### src/sv/pqsd_pkg.sv
package pqsd_pkg;

    localparam int DEPTH_DEFAULT = 16;
    localparam int VALUE_W = 32;
    localparam int PRIO_W = 16;
    localparam int STATUS_W = 2;
    localparam int ENTRY_W = VALUE_W + PRIO_W;

    localparam logic ACT_ENQ = 1'b0;
    localparam logic ACT_DEQ = 1'b1;

    localparam logic [STATUS_W-1:0] ST_ENQ = 2'd0;
    localparam logic [STATUS_W-1:0] ST_DEQ = 2'd1;
    localparam logic [STATUS_W-1:0] ST_EMPTY = 2'd2;
    localparam logic [STATUS_W-1:0] ST_FULL = 2'd3;

    typedef struct packed {
        logic load_item;
        logic issue;
        logic scan;
        logic setup;
        logic shift;
        logic finish;
    } cmd_t;

    typedef struct packed {
        logic in_deq;
        logic empty;
        logic last_issue;
        logic best_is_last;
        logic out_busy;
    } sts_t;

endpackage

### src/sv/pqsd_ctrl.sv
module pqsd_ctrl
    import pqsd_pkg::*;
(
    input  logic aclk,
    input  logic aresetn,
    input  logic s_valid,
    output logic s_ready,
    input  sts_t sts,
    output cmd_t cmd
);

    localparam logic [2:0] S_IDLE = 3'd0;
    localparam logic [2:0] S_SCAN = 3'd1;
    localparam logic [2:0] S_SCAN_DRAIN = 3'd2;
    localparam logic [2:0] S_SETUP = 3'd3;
    localparam logic [2:0] S_SHIFT = 3'd4;
    localparam logic [2:0] S_SHIFT_DRAIN = 3'd5;
    localparam logic [2:0] S_FINISH = 3'd6;

    logic [2:0] state_reg, state_next;

    always_ff @(posedge aclk) begin
        if (!aresetn) begin
            state_reg <= S_IDLE;
        end else begin
            state_reg <= state_next;
        end
    end

    always_comb begin
        state_next = state_reg;
        cmd = '0;
        s_ready = 1'b0;
        case (state_reg)
            S_IDLE: begin
                s_ready = 1'b1;
                if (s_valid) begin
                    cmd.load_item = 1'b1;
                    if (sts.in_deq && !sts.empty) begin
                        state_next = S_SCAN;
                    end else begin
                        state_next = S_FINISH;
                    end
                end
            end
            S_SCAN: begin
                cmd.issue = 1'b1;
                cmd.scan = 1'b1;
                if (sts.last_issue) begin
                    state_next = S_SCAN_DRAIN;
                end
            end
            S_SCAN_DRAIN: begin
                cmd.scan = 1'b1;
                state_next = S_SETUP;
            end
            S_SETUP: begin
                cmd.setup = 1'b1;
                if (sts.best_is_last) begin
                    state_next = S_FINISH;
                end else begin
                    state_next = S_SHIFT;
                end
            end
            S_SHIFT: begin
                cmd.issue = 1'b1;
                cmd.shift = 1'b1;
                if (sts.last_issue) begin
                    state_next = S_SHIFT_DRAIN;
                end
            end
            S_SHIFT_DRAIN: begin
                cmd.shift = 1'b1;
                state_next = S_FINISH;
            end
            S_FINISH: begin
                cmd.finish = 1'b1;
                if (!sts.out_busy) begin
                    state_next = S_IDLE;
                end
            end
            default: begin
                state_next = S_IDLE;
            end
        endcase
    end

endmodule

### src/sv/pqsd_dpath.sv
module pqsd_dpath
    import pqsd_pkg::*;
#(
    parameter int QUEUE_DEPTH = DEPTH_DEFAULT
) (
    input  logic                       aclk,
    input  logic                       aresetn,
    input  logic                       s_action,
    input  logic signed [VALUE_W-1:0]  s_value_in,
    input  logic        [PRIO_W-1:0]   s_priority_in,
    output logic                       m_valid,
    input  logic                       m_ready,
    output logic        [STATUS_W-1:0] m_status,
    output logic signed [VALUE_W-1:0]  m_value_out,
    output logic        [PRIO_W-1:0]   m_priority_out,
    input  cmd_t                       cmd,
    output sts_t                       sts
);

    localparam int CW = $clog2(QUEUE_DEPTH + 1);
    localparam int IW = $clog2(QUEUE_DEPTH);

    logic [ENTRY_W-1:0] mem [QUEUE_DEPTH];

    logic                act_reg;
    logic [VALUE_W-1:0]  val_reg;
    logic [PRIO_W-1:0]   pri_reg;
    logic [CW-1:0]       count_reg, count_next;
    logic [IW-1:0]       rd_idx_reg;
    logic [IW-1:0]       rd_tag_reg;
    logic                rd_vld_reg;
    logic [ENTRY_W-1:0]  rd_data_reg;
    logic [IW-1:0]       best_idx_reg;
    logic [PRIO_W-1:0]   best_pri_reg;
    logic [VALUE_W-1:0]  best_val_reg;
    logic                m_valid_reg, m_valid_next;
    logic [STATUS_W-1:0] status_reg, status_next;
    logic [VALUE_W-1:0]  vout_reg;
    logic [PRIO_W-1:0]   pout_reg;

    logic [CW-1:0]      count_last;
    logic               empty, full, commit, take;
    logic               we;
    logic [IW-1:0]      waddr;
    logic [ENTRY_W-1:0] wdata;

    assign count_last = count_reg - CW'(1);
    assign empty = (count_reg == '0);
    assign full = (count_reg == CW'(QUEUE_DEPTH));
    assign commit = cmd.finish && !sts.out_busy;
    assign take = cmd.scan && rd_vld_reg &&
                  ((rd_tag_reg == '0) || (rd_data_reg[ENTRY_W-1:VALUE_W] > best_pri_reg));

    assign sts.in_deq = (s_action == ACT_DEQ);
    assign sts.empty = empty;
    assign sts.last_issue = (CW'(rd_idx_reg) == count_last);
    assign sts.best_is_last = (CW'(best_idx_reg) == count_last);
    assign sts.out_busy = m_valid_reg && !m_ready;

    // write port: shift copies down, or enqueue append at finish
    always_comb begin
        we = 1'b0;
        waddr = rd_tag_reg - IW'(1);
        wdata = rd_data_reg;
        if (cmd.shift && rd_vld_reg) begin
            we = 1'b1;
        end else if (commit && act_reg == ACT_ENQ && !full) begin
            we = 1'b1;
            waddr = count_reg[IW-1:0];
            wdata = {pri_reg, val_reg};
        end
    end

    always_ff @(posedge aclk) begin
        if (we) begin
            mem[waddr] <= wdata;
        end
        if (cmd.issue) begin
            rd_data_reg <= mem[rd_idx_reg];
        end
    end

    always_comb begin
        count_next = count_reg;
        status_next = status_reg;
        m_valid_next = m_valid_reg && !m_ready;
        if (commit) begin
            m_valid_next = 1'b1;
            if (act_reg == ACT_ENQ) begin
                status_next = full ? ST_FULL : ST_ENQ;
                if (!full) begin
                    count_next = count_reg + CW'(1);
                end
            end else begin
                status_next = empty ? ST_EMPTY : ST_DEQ;
                if (!empty) begin
                    count_next = count_last;
                end
            end
        end
    end

    always_ff @(posedge aclk) begin
        if (!aresetn) begin
            count_reg <= '0;
            m_valid_reg <= 1'b0;
            rd_vld_reg <= 1'b0;
        end else begin
            count_reg <= count_next;
            m_valid_reg <= m_valid_next;
            rd_vld_reg <= cmd.issue;
        end
    end

    always_ff @(posedge aclk) begin
        status_reg <= status_next;
        if (cmd.load_item) begin
            act_reg <= s_action;
            val_reg <= s_value_in;
            pri_reg <= s_priority_in;
            rd_idx_reg <= '0;
        end else if (cmd.setup) begin
            rd_idx_reg <= best_idx_reg + IW'(1);
        end else if (cmd.issue) begin
            rd_idx_reg <= rd_idx_reg + IW'(1);
        end
        if (cmd.issue) begin
            rd_tag_reg <= rd_idx_reg;
        end
        if (take) begin
            best_idx_reg <= rd_tag_reg;
            best_pri_reg <= rd_data_reg[ENTRY_W-1:VALUE_W];
            best_val_reg <= rd_data_reg[VALUE_W-1:0];
        end
        if (commit) begin
            if (act_reg == ACT_DEQ && !empty) begin
                vout_reg <= best_val_reg;
                pout_reg <= best_pri_reg;
            end else begin
                vout_reg <= '0;
                pout_reg <= '0;
            end
        end
    end

    assign m_valid = m_valid_reg;
    assign m_status = status_reg;
    assign m_value_out = vout_reg;
    assign m_priority_out = pout_reg;

endmodule

### src/sv/priority_queue_scan_dequeue_top.sv
// enqueue, full or empty: from accept straight to the finish state, which registers
// the result word; dequeue: a scan of all entries, then a copy-down of the entries
// behind the winner unless it is the last, then finish, over the entry memory
// one word in flight; a new word is taken while the previous result waits
// reset (aresetn low, synchronous) empties the queue; entry memory is not cleared
module priority_queue_scan_dequeue_top
    import pqsd_pkg::*;
#(
    parameter int QUEUE_DEPTH = DEPTH_DEFAULT
) (
    input  logic                       aclk,
    input  logic                       aresetn,
    input  logic                       s_valid,
    output logic                       s_ready,
    input  logic                       s_action,
    input  logic signed [VALUE_W-1:0]  s_value_in,
    input  logic        [PRIO_W-1:0]   s_priority_in,
    output logic                       m_valid,
    input  logic                       m_ready,
    output logic        [STATUS_W-1:0] m_status,
    output logic signed [VALUE_W-1:0]  m_value_out,
    output logic        [PRIO_W-1:0]   m_priority_out
);

    cmd_t cmd;
    sts_t sts;

    pqsd_ctrl u_ctrl (
        .aclk    (aclk),
        .aresetn (aresetn),
        .s_valid (s_valid),
        .s_ready (s_ready),
        .sts     (sts),
        .cmd     (cmd)
    );

    pqsd_dpath #(
        .QUEUE_DEPTH (QUEUE_DEPTH)
    ) u_dpath (
        .aclk           (aclk),
        .aresetn        (aresetn),
        .s_action       (s_action),
        .s_value_in     (s_value_in),
        .s_priority_in  (s_priority_in),
        .m_valid        (m_valid),
        .m_ready        (m_ready),
        .m_status       (m_status),
        .m_value_out    (m_value_out),
        .m_priority_out (m_priority_out),
        .cmd            (cmd),
        .sts            (sts)
    );

endmodule

### config.mk
export PLATFORM = sky130hd
export DESIGN_NAME = priority_queue_scan_dequeue_top
export DESIGN_NICKNAME = d
export VERILOG_FILES = /design/src/sv/pqsd_pkg.sv /design/src/sv/pqsd_ctrl.sv /design/src/sv/pqsd_dpath.sv /design/src/sv/priority_queue_scan_dequeue_top.sv
export SDC_FILE = /design/constraint.sdc
export NUM_CORES = 1
export LEC_CHECK = 0
export BUFFER_PORTS_ARGS = -buffer_cell sky130_fd_sc_hd__buf_4
export CORE_MARGIN = 8
export CORE_UTILIZATION = 56
export DETAILED_ROUTE_END_ITERATION = 8
export GPL_TIMING_DRIVEN = 0
export HOLD_SLACK_MARGIN = 0.03
export PLACE_DENSITY = 0.81
export SETUP_SLACK_MARGIN = 0.2
export SLEW_MARGIN = 20
export SYNTH_ARGS = -nofsm -noshare
export SYNTH_HDL_FRONTEND = slang
export SYNTH_HIERARCHICAL = 1
export SYNTH_SLANG_ARGS = --single-unit
### constraint.sdc
create_clock -name aclk -period 5.9 [get_ports aclk]
set_input_delay 0.59 -clock aclk [delete_from_list [all_inputs] [get_ports aclk]]
set_output_delay 0.59 -clock aclk [all_outputs]
set_load 0.005 [all_outputs]
==> summary.md <==
| Metric | Value |
|---|---|
| Pwr dens | `465.1 nW/µm²` |
| Req. time, crit path | `6.24 ns` |
| Crit start category | `register` |
| CP top delay family | `buffers and inverters` |
| Vias per std cell | `6.567` |
| Reg2reg end | `u_dpath/mem[5][6]$_DFFE_PP_` |
| Asr flop ratio synth | `0` |
| Post-Synthesis Cells | `1727` |
| DPL Wire Length | `60410 µm` |
| Global-route wire length before repair | `138600 µm` |
| Mapped Area | `37610 µm²` |
| Max Cap Viol | `0` |
| Reg2Reg Setup Slack | `1.19 ns` |
| Worst slack at placement | `1.507 ns` |
| Min Tclk post-route | `4.711 ns` |
| Hold_sp | `s_value_in[19]` |
| Clock Latency Late Sink | `0.65 ns` |
| Die area | `75710 µm²` |
| CTS Root Cell | `clkbuf_16` |
| PostCTS Resize Cnt | `0` |
| GR Overflow Total | `0` |
| Clk slew on worst S/H paths | `0.06 ns` |
| Status | `finished clean` |
| Critical path type | `register to register` |
| Port Buf Inserts | `104` |
| Flip-flop count of the largest register after layout | `768` |
| Slew headroom | `0.2893` |
| Max Clock Freq | `0.2122 GHz` |
| WP data arrival | `5.05 ns` |
| Critical Path End | `u_dpath/mem[5][6]$_DFFE_PP_` |
| Final Net Count | `2125` |
| Total core area | `66800 µm²` |
| Count leader, synth | `edfxtp_1` |
| Worst Setup End Kind | `register` |
| Crit path max-delay cell type | `nor3_2` |
| DRT antenna net count | `0` |
| Final worst setup slack | `1.189 ns` |
| Critical Path Stages | `11` |
| CP Max Fanout | `8` |
| Crit-path cells | `clkbuf_1 -> inv_1 -> ha_1 -> nor4bb_1 -> buf_2 -> o41ai_1 -> o221ai_1 -> nor3_2 -> buf_6 -> buf_4 -> buf_4` |
| Commonest cells post-synth | `971 x edfxtp_1, 240 x mux4_2, 153 x nand2_1, 55 x clkbuf_1, 52 x and2_1` |
| Period utilisation layout | `0.7986` |
| Via count | `19.68k` |
| Top cells by area, synth | `edfxtp_1 78%, mux4_2 14%, nand2_1 1.5%` |
| Fin area | `44000 µm²` |
| Most used cell, CP | `buf_4` |
| Initial Utilization | `0.5630` |
| Final Max Slew Viols | `0` |
| Area Overhead vs Synth | `17.00%` |
| Hold crit path type | `input port to register` |
| Post CTS Setup Buffer Count | `0` |
| Worst IR drop on VDD | `253.1 µV` |
| Post-synth cell types | `54` |
| Synth Net Count | `1802` |
| Die height | `275.2 µm` |
| Total Wirelength | `96110 µm` |
| Post-synthesis average cell area | `21.78 µm²` |
| H-tree Lvls | `3` |
| Clock sinks | `985` |
| Yosys warns | `6` |
| Cts hold-fix bufs | `0` |
| Synth top area share | `0.7753` |
| Final Hold Violating Endpoints | `0` |
| Unrepaired setup endpoints after global routing | `no` |
| Initial antenna violation count | `0` |
| LEAKAGE | `0.01446 µW` |
| Max clock buf depth | `3` |
| FF-to-FF path depth | `11` |
| Vias in the first global route | `20.41k` |
| Antenna diodes | `0` |
| Final core utilization | `0.6587` |
| CTS tree | `yes` |
| Iter 0 DRT Violations | `2824` |
| # rows | `95` |
| Die X | `275.2 µm` |
| Worst stage delay on the critical path | `0.87 ns` |
| DP Area | `40930 µm²` |
| Setup crit start | `u_dpath/count_reg[0]$_SDFFE_PN0P_` |
| Worst reg2reg path startpoint | `u_dpath/count_reg[0]$_SDFFE_PN0P_` |
| Worst Clk Skew | `0.02389 ns` |
| Area leader, netlist | `edfxtp_1` |
| # IOs | `105` |
| Num CTS Buffers | `93` |
| # setup viols final | `0` |
| Largest net degree at the start of global routing | `37` |
| Drt pass-1 iters | `5` |
| Primary FF master, synth | `edfxtp_1` |
| Post-synth EDFFs | `971` |
| Share of cells above drive strength 1 | `0.3145` |
| Crit path buf inv count | `6` |
| GRT Total Usage | `0.2569` |
| Gp weighted congestion | `0.8039` |
| Post-route DRC | `0` |
| Register bit total from synthesis | `985` |
| Drt wl/cell | `32.07 µm` |
| Seq/Total Area, Yosys | `0.7828` |
| Pin slew with the least headroom to its limit | `1.066 ns` |
[metrics by stage]
step,setup TNS (ns),instances,hold slack [ns],total power (µW)
2_1_floorplan,-79.51,1727,0.4064,12600
3_3_place_gp,-3138.57,2704,0.4118,13810
3_5_place_dp,0,2827,0.4212,14320
4_1_cts,0,2996,0.07919,20440
5_1_grt,0,2997,0.09355,21020
6_report,0,2997,0.1127,20460
[layer usage]
| layer | track usage | wire [µm] |
|---|---|---|
| met5 | 0 | 0 |
| met4 | 0.1120 | 4178 |
| met3 | 0.05066 | 10830 |
| met2 | 0.4304 | 48010 |
| met1 | 0.3283 | 33100 |
[report_power, final]
group	internal (µW)	leakage [µW]	switching, µW
clock	3510	0.00148	2560
combinational	1760	0.00407	3000
sequential	9350	0.00891	278
[cells by family after synthesis]
| family | synth area share |
|---|---|
| buf+inv | 0.01251 |
| simple gates | 0.03640 |
| xor+xnor | 0.004658 |
| flops | 0.7828 |
| fa+ha+maj | 0.007319 |
| mux | 0.1459 |
| compound gates | 0.01051 |
[cell usage in the layout (no fill, tap or decap), drive strengths merged, types with 3 or more instances in the layout]
master and instances:
a21oi 11, mux4 240, nand3 4, and4b 3, o21a 5, inv 27, and2 52, nand2 153
a211oi 5, o21ai 10, clkinv 40, nand4 4, xnor2 12, edfxtp 971, nor2b 5, bufinv 13
xor2 8, o221ai 4, dfxtp 14, mux2 5, a21o 4, a31oi 3, nand2b 5, nor3b 3
ha 22, nor2 13, or3 3, o41ai 4, nor3 23, clkinvlp 6, clkbuf 164, buf 261
[worst min-delay path by stage]
stage	endpoint	depth (start not counted)
after floorplan	u_dpath/rd_tag_reg[0]$_DFFE_PP_	0
after global placement	u_dpath/rd_tag_reg[3]$_DFFE_PP_	0
after detailed placement	u_dpath/rd_tag_reg[1]$_DFFE_PP_	0
after CTS	u_dpath/val_reg[19]$_DFFE_PP_	1
after global routing	u_dpath/val_reg[19]$_DFFE_PP_	1
final	u_dpath/val_reg[19]$_DFFE_PP_	1
[area by class of cell]
type	instances	area (µm²)
buffer	88	381.6
clock buffer	109	2430
clock inverter	60	625.6
fill	3974	22800
inverter	26	97.59
multi-input combinational	628	7831
sequential	985	29440
tap	873	1092
timing repair buffer	228	2105
Power figures use the tool's default switching activity.
